===== config.mk =====
export PLATFORM = sky130hd
export DESIGN_NAME = dwpid_ctrl
export DESIGN_NICKNAME = d
export VERILOG_FILES = /design/src/sv/dwpid_pkg.sv /design/src/sv/dwpid_ctrl.sv
export SDC_FILE = /design/constraint.sdc
export NUM_CORES = 1
export LEC_CHECK = 0
export ABC_AREA = 1
export ABC_CLOCK_PERIOD_IN_PS = 2170
export BUFFER_PORTS_ARGS = -buffer_cell sky130_fd_sc_hd__buf_2
export CORE_AREA = 3 3 40 42
export DETAILED_ROUTE_END_ITERATION = 10
export DIE_AREA = 0 0 43 45
export PLACE_DENSITY = 0.7
export SLEW_MARGIN = 0
export SYNTH_ARGS = -nofsm -noshare
export SYNTH_HDL_FRONTEND = slang
export SYNTH_SLANG_ARGS = --single-unit

===== constraint.sdc =====
create_clock -name clock -period 2.17 [get_ports clock]
set_clock_uncertainty 0.1 [all_clocks]
set_input_delay 0.217 -clock clock [delete_from_list [all_inputs] [get_ports clock]]
set_output_delay 0.217 -clock clock [all_outputs]
set_load 0.005 [all_outputs]

===== src/sv/dwpid_pkg.sv =====
package dwpid_pkg;

   localparam int DUTY_MAX = 8191;

   localparam int CSR_IDX_W = 3;
   localparam int CSR_DATA_W = 24;

   localparam int GAIN_W = 24;
   localparam int DPU_W = 16;
   localparam int SPEED_W = 24;
   localparam int COUNT_W = 16;
   localparam int TGT_W = 26;
   localparam int ERR_W = 27;
   localparam int DIFF_W = 28;
   localparam int INTEG_W = 40;
   localparam int PTERM_W = 35;
   localparam int DTERM_W = 36;
   localparam int SUM_W = 42;
   localparam int DUTY_W = 13;

   // shared multiplier: signed a by signed b, unsigned operands zero extended
   localparam int MUL_A_W = 28;
   localparam int MUL_B_W = 25;
   localparam int MUL_P_W = MUL_A_W + MUL_B_W;

   typedef enum logic [CSR_IDX_W-1:0] {
      CSR_PROP_GAIN    = 3'd0,
      CSR_INTEG_GAIN   = 3'd1,
      CSR_DERIV_GAIN   = 3'd2,
      CSR_SPEED_COUNT  = 3'd3,
      CSR_DRIVE_LIMIT  = 3'd4,
      CSR_DUTY_UNIT    = 3'd5,
      CSR_HALF_TRACK   = 3'd6
   } csr_index_type;

   typedef enum logic {
      OP_COMMAND = 1'b0,
      OP_TICK    = 1'b1
   } operation_type;

   typedef struct packed {
      logic               operation;
      logic signed [23:0] linear_speed;
      logic signed [23:0] angular_speed;
      logic signed [15:0] count_left;
      logic signed [15:0] count_right;
   } req_payload_type;

   typedef struct packed {
      logic [12:0]        left_forward_duty;
      logic [12:0]        left_reverse_duty;
      logic [12:0]        right_forward_duty;
      logic [12:0]        right_reverse_duty;
      logic signed [23:0] measured_left;
      logic signed [23:0] measured_right;
      logic               in_stop_mode;
   } rsp_payload_type;

   typedef enum logic [4:0] {
      S_IDLE,
      S_TURN,
      S_TARGET,
      S_MEAS_L,
      S_MEAS_R,
      S_MEAS_WB,
      S_ERR,
      S_DIFF,
      S_MUL_I,
      S_MUL_D,
      S_D_WB,
      S_SUM,
      S_CLAMP,
      S_DUTY_MUL,
      S_DUTY_WB,
      S_STOP,
      S_OUT
   } state_type;

   typedef enum logic [2:0] {
      MUL_NONE,
      MUL_TURN,
      MUL_MEAS_L,
      MUL_MEAS_R,
      MUL_P,
      MUL_I,
      MUL_D,
      MUL_DUTY
   } mul_sel_type;

   typedef enum logic [3:0] {
      WB_NONE,
      WB_TARGET,
      WB_MEAS,
      WB_ERR,
      WB_DIFF,
      WB_P,
      WB_I,
      WB_D,
      WB_SUM,
      WB_CLAMP,
      WB_DUTY,
      WB_STOP
   } wb_sel_type;

   typedef struct packed {
      logic        load;
      mul_sel_type mul_sel;
      wb_sel_type  wb_sel;
      logic        wheel;
      logic        out_load;
   } dp_cmd_type;

endpackage


===== src/sv/dwpid_ctrl.sv =====
module dwpid_ctrl (
   input  logic                   clock,
   input  logic                   reset,
   input  logic                   req_valid,
   output logic                   req_ready,
   input  logic                   req_op,
   output logic                   rsp_valid,
   input  logic                   rsp_ready,
   input  logic                   was_stop,
   output dwpid_pkg::dp_cmd_type  cmd
);

   dwpid_pkg::state_type state_ff, state_in;
   logic wheel_ff, wheel_in;
   logic rsp_valid_ff, rsp_valid_in;
   logic accept;
   logic out_free;

   assign accept = req_valid && req_ready;
   assign out_free = !rsp_valid_ff || rsp_ready;

   always_ff @(posedge clock) begin
      if (reset) begin
         state_ff <= dwpid_pkg::S_IDLE;
         wheel_ff <= 1'b0;
         rsp_valid_ff <= 1'b0;
      end else begin
         state_ff <= state_in;
         wheel_ff <= wheel_in;
         rsp_valid_ff <= rsp_valid_in;
      end
   end

   // next state
   always_comb begin
      state_in = state_ff;
      unique case (state_ff)
         dwpid_pkg::S_IDLE: begin
            if (accept) begin
               state_in = (req_op == dwpid_pkg::OP_TICK) ? dwpid_pkg::S_MEAS_L
                                                          : dwpid_pkg::S_TURN;
            end
         end
         dwpid_pkg::S_TURN:     state_in = dwpid_pkg::S_TARGET;
         dwpid_pkg::S_TARGET:   state_in = dwpid_pkg::S_IDLE;
         dwpid_pkg::S_MEAS_L:   state_in = dwpid_pkg::S_MEAS_R;
         dwpid_pkg::S_MEAS_R:   state_in = dwpid_pkg::S_MEAS_WB;
         dwpid_pkg::S_MEAS_WB:  state_in = was_stop ? dwpid_pkg::S_STOP : dwpid_pkg::S_ERR;
         dwpid_pkg::S_ERR:      state_in = dwpid_pkg::S_DIFF;
         dwpid_pkg::S_DIFF:     state_in = dwpid_pkg::S_MUL_I;
         dwpid_pkg::S_MUL_I:    state_in = dwpid_pkg::S_MUL_D;
         dwpid_pkg::S_MUL_D:    state_in = dwpid_pkg::S_D_WB;
         dwpid_pkg::S_D_WB:     state_in = dwpid_pkg::S_SUM;
         dwpid_pkg::S_SUM:      state_in = dwpid_pkg::S_CLAMP;
         dwpid_pkg::S_CLAMP:    state_in = dwpid_pkg::S_DUTY_MUL;
         dwpid_pkg::S_DUTY_MUL: state_in = dwpid_pkg::S_DUTY_WB;
         dwpid_pkg::S_DUTY_WB:  state_in = wheel_ff ? dwpid_pkg::S_OUT : dwpid_pkg::S_ERR;
         dwpid_pkg::S_STOP:     state_in = dwpid_pkg::S_OUT;
         dwpid_pkg::S_OUT: begin
            if (out_free) begin
               state_in = dwpid_pkg::S_IDLE;
            end
         end
         default:               state_in = dwpid_pkg::S_IDLE;
      endcase
   end

   // outputs
   always_comb begin
      req_ready = (state_ff == dwpid_pkg::S_IDLE);
      cmd.load = 1'b0;
      cmd.mul_sel = dwpid_pkg::MUL_NONE;
      cmd.wb_sel = dwpid_pkg::WB_NONE;
      cmd.wheel = wheel_ff;
      cmd.out_load = 1'b0;
      wheel_in = wheel_ff;
      rsp_valid_in = rsp_valid_ff && !rsp_ready;
      unique case (state_ff)
         dwpid_pkg::S_IDLE:     cmd.load = accept;
         dwpid_pkg::S_TURN:     cmd.mul_sel = dwpid_pkg::MUL_TURN;
         dwpid_pkg::S_TARGET:   cmd.wb_sel = dwpid_pkg::WB_TARGET;
         dwpid_pkg::S_MEAS_L:   cmd.mul_sel = dwpid_pkg::MUL_MEAS_L;
         dwpid_pkg::S_MEAS_R: begin
            cmd.mul_sel = dwpid_pkg::MUL_MEAS_R;
            cmd.wb_sel = dwpid_pkg::WB_MEAS;
            cmd.wheel = 1'b0;
         end
         dwpid_pkg::S_MEAS_WB: begin
            cmd.wb_sel = dwpid_pkg::WB_MEAS;
            cmd.wheel = 1'b1;
            wheel_in = 1'b0;
         end
         dwpid_pkg::S_ERR:      cmd.wb_sel = dwpid_pkg::WB_ERR;
         dwpid_pkg::S_DIFF: begin
            cmd.wb_sel = dwpid_pkg::WB_DIFF;
            cmd.mul_sel = dwpid_pkg::MUL_P;
         end
         dwpid_pkg::S_MUL_I: begin
            cmd.mul_sel = dwpid_pkg::MUL_I;
            cmd.wb_sel = dwpid_pkg::WB_P;
         end
         dwpid_pkg::S_MUL_D: begin
            cmd.mul_sel = dwpid_pkg::MUL_D;
            cmd.wb_sel = dwpid_pkg::WB_I;
         end
         dwpid_pkg::S_D_WB:     cmd.wb_sel = dwpid_pkg::WB_D;
         dwpid_pkg::S_SUM:      cmd.wb_sel = dwpid_pkg::WB_SUM;
         dwpid_pkg::S_CLAMP:    cmd.wb_sel = dwpid_pkg::WB_CLAMP;
         dwpid_pkg::S_DUTY_MUL: cmd.mul_sel = dwpid_pkg::MUL_DUTY;
         dwpid_pkg::S_DUTY_WB: begin
            cmd.wb_sel = dwpid_pkg::WB_DUTY;
            wheel_in = !wheel_ff;
         end
         dwpid_pkg::S_STOP:     cmd.wb_sel = dwpid_pkg::WB_STOP;
         dwpid_pkg::S_OUT: begin
            cmd.out_load = out_free;
            if (out_free) begin
               rsp_valid_in = 1'b1;
            end
         end
         default: ;
      endcase
   end

   assign rsp_valid = rsp_valid_ff;

endmodule


# Word level (Yosys, flattened, before mapping)
# Index checks and enable logic that the tools add are counted.
word_totals:
  ff_bits: 7
  inputBits: 6
  output_inout_bits: 12
  wordCells: 45
classes:
  eq_ne: 18
  mux: 14
  n_reduce_logical: 10
ops:
  columns: ["cell", "n"]
  rows:
  - ["5-bit case mux with 16 select lines", 1]
  - ["4-bit case mux with 11 select lines", 1]
  - ["5-bit by 4-bit equality test with 1-bit output, second input constant", 8]
  - ["3-bit case mux with 7 select lines", 1]
  - ["5-bit by 3-bit equality test with 1-bit output, second input constant", 4]
  - ["5-bit two-way mux", 3]
  - ["5-bit by 2-bit equality test with 1-bit output, second input constant", 2]
  - ["5-bit by 1-bit equality test with 1-bit output, second input constant", 1]
  - ["5-bit equality test, second input constant", 1]
  - ["5-bit logical NOT", 1]
  - ["1-bit two-way mux", 4]
  - ["4-bit two-way mux", 1]
  - ["1-bit case mux with 2 select lines", 2]
  - ["1-bit logical NOT", 3]
  - ["1-bit logical AND", 2]
  - ["2-bit two-way mux", 1]
  - ["2-bit by 1-bit inequality test with 1-bit output, second input constant", 1]
  - ["2-bit inequality test, second input constant", 1]
  - ["2-bit AND reduction", 1]
  - ["2-bit nonzero test", 1]
  - ["2-bit OR reduction", 1]
  - ["1-bit logical OR", 1]

# Logic depth before layout (Yosys ltp)
logic_depth:
  word_depth: 4
  depth_mapped: 8
  mapped_depth_nobuf: 8

# Worst setup path before layout
# Ideal clock, no wire load.
synth_path:
  path_type: "register -> output"
  start: "register state_ff[2]"
  end: "output cmd[2] in the netlist's numbering"
  arrival_ns: 0.898
  required_ns: 1.853
  setup_slack_ns: 0.955
  path_stages_with_launch: 7
  path_buffers: 0
  cell_sequence: "dfxtp_1 > nand2_1 > nor2_2 > inv_1 > nor2_1 > a21oi_1 > nand3b_1"
synth_lines:
  columns: ["item", "line_no", "rtl"]
  rows:
  - ["start, declared", "dwpid_ctrl.sv:13", "dwpid_pkg::state_type state_ff, state_in;"]
  - ["start signal, assigned", "dwpid_ctrl.sv:24", "state_ff <= dwpid_pkg::S_IDLE;"]
  - ["start signal, assigned", "dwpid_ctrl.sv:28", "state_ff <= state_in;"]
  - ["end, declared", "dwpid_ctrl.sv:10", "output dwpid_pkg::dp_cmd_type cmd"]

==> flow_summary.yaml <==
drt:
  wirelength_um: 1410
  wl_met2_um: 654
  wl_per_cell_um: 10.3
  drc: 0
  first_pass_iters: 4
  drt_first_iter_violations: 13
  wl_met1_um: 648
  antenna_left: 0
  top_layer: "met4"
  via_per_inst: 4.93
  met3_length_um: 87
  num_vias: 671
floorplan:
  fp.dieH_um: 45
  start_util_pct: 42.6
  io_pins: 18
  core_area_um2: 1280
  rows: 13
  dieArea_um2: 1940
  die_width_um: 43
cells_and_area:
  mostFrequentLayoutCell: "nand2_1"
  area_growth_pct: 23.7
  multi_input_area_um2: 333
  regArea_um2: 140
  layout-drive-gt1-share_pct: 24.8
  fin_area_um2: 678
  layout_common_cells: "nand2_1 (24), nor2_1 (17), buf_2 (17), inv_1 (16), nand3_1 (11)"
  n_antenna_cell: 0
  n_fill_cell: 146
  final_nets: 128
pwr:
  power_density_nw_per_um2: 653
  power.leakage_nw: 0.354
  irDropWorstVdd_v: 0.000315
timing:
  finalSetupViolCount: 0
  max_slew_margin_pct: 82.8
  layout_min_cycle_time_ns: 1.71
  fmax_mhz: 585
  finalSetupTns_ns: 0
  rsz0062_at_grt: "no"
  hold_violations: 0
  tightest_slew_ns: 0.258
  setup_slack_ns: 0.461
  fin_crit_sh_pct: 78.8
  slew_violations: 0
status:
  outcome: "completed"
clock_tree:
  cts_tree: "built"
  post-cts-setup-buffers: 0
  insertion_delay_ns: 0.24
  cts_hold_buf: 0
  htree_levels: 1
  path_clk_slew_ns: 0.05
  cts_root_buffer: "clkbuf_4"
  postCtsResizedCells: 0
  cts.sink_count: 7
  cts_buffer_depth: 2
  cts_buffers: 3
worst_setup_path:
  worstPathMaxFanout: 6
  cp-start-kind: "flip-flop"
  critPathArrivalTime_ns: 1.39
  end_kind: "output pin"
  worstSetupPathType: "reg -> out"
  required_ns: 1.85
place:
  dpl-instance-area_um2: 652
  gp_congestion: 0.847
  pre_cts_ws_ns: 0.711
  dp_hpwl_um: 1200
  io_buffer_count: 17
global_routing:
  grtUsageTotal_pct: 15.3
  antenna_found_initial: 0
  grt_max_degree: 8
  first_global_vias: 555
  globalRouteOverflowTotal: 0
  grt_pass1_wl_um: 2300
synthesis:
  ys_ff_latch: 7
  postSynthCellCount: 100
  ys_seq_area_share_pct: 25.6
  syn_nets: 106
  synth_cell_types: 16
  synth_area_um2: 548
  synth_warnings: 0
  syn_avg_cell_area_um2: 5.48
worst_hold_path:
  hp-class: "in -> reg"
run:
  drv_cap: 0
## layer usage
metal / GRT usage [%] / vias to the layer above
li1: - / 359
met1: 20.0 / 289
met2: 25.4 / 21
met3: 1.59 / 2
met4: 7.23 / 0
met5: 0 / -
## worst max-delay path, cell delays in order, from the launching register on
cell and delay, ns:
dfxtp_1 0.41, nand2_1 0.10, nor2_2 0.18, inv_1 0.08
nor2_1 0.14, a21oi_1 0.06, nand3b_1 0.08, buf_2 0.11
## synth_stat cells, drive strengths merged
master   count  share of area (%)
a31oi        1                1.1
inv         19                 13
nand2       25                 18
o22ai        1                1.1
nand3b       1                1.4
dfxtp        7                 26
o2111ai      1                1.6
a21oi        8                7.3
nand3       11                 10
o21ai        1               0.91
nand4        1                1.1
nor2        23                 18
clkinv       1               0.68
## registers in the layout, summed over array words and instances, names as in the netlist
register / flops
rsp_valid: 1
wheel_ff: 1
state_ff: 5
## worst paths after layout
path                             from  cells after the start                        to  slack, ns
max reg2reg  state_ff[2]$_SDFFE_PP0P_                      7  state_ff[2]$_SDFFE_PP0P_       0.81
max          state_ff[2]$_SDFFE_PP0P_                      7                    cmd[2]       0.46
min reg2reg     wheel_ff$_SDFFE_PP0P_                      2     wheel_ff$_SDFFE_PP0P_       0.38
min                             reset                      2  state_ff[0]$_SDFFE_PP0P_       0.13
## through the flow
step | total power, mW | utilization (%) | std cells | hold slack [ns]
floorplan | 0.274 | - | 100 | 0.186
global placement | 0.334 | 50.7 | 132 | 0.367
detailed placement | 0.333 | 50.7 | 132 | 0.372
CTS | 0.449 | 52.8 | 136 | 0.132
global route | 0.486 | 52.8 | 136 | 0.136
finish | 0.443 | 52.8 | 136 | 0.131
## kinds of logic (layout without fill, tap and decap cells)
family	count (synthesis)	count (layout)	share of synthesized area, %
flops	7	7	25.6
simple gates	61	61	48.6
buf+inv	20	41	13.7
compound gates	12	12	12.1
## where the power goes
| part | switching [mW] | internal [mW] |
|---|---|---|
| sequential | 0.0178 | 0.140 |
| combinational | 0.109 | 0.0654 |
| clock | 0.0409 | 0.0697 |
| total | 0.168 | 0.275 |
## area by class of cell
type	instances	area share (%)
Timing Repair Buffer	17	12.5
Sequential cell	7	20.7
Tap cell	15	2.77
Clock buffer	4	3.87
Inverter	20	11.1
Multi-Input combinational cell	73	49.1
Power figures use the tool's default switching activity.
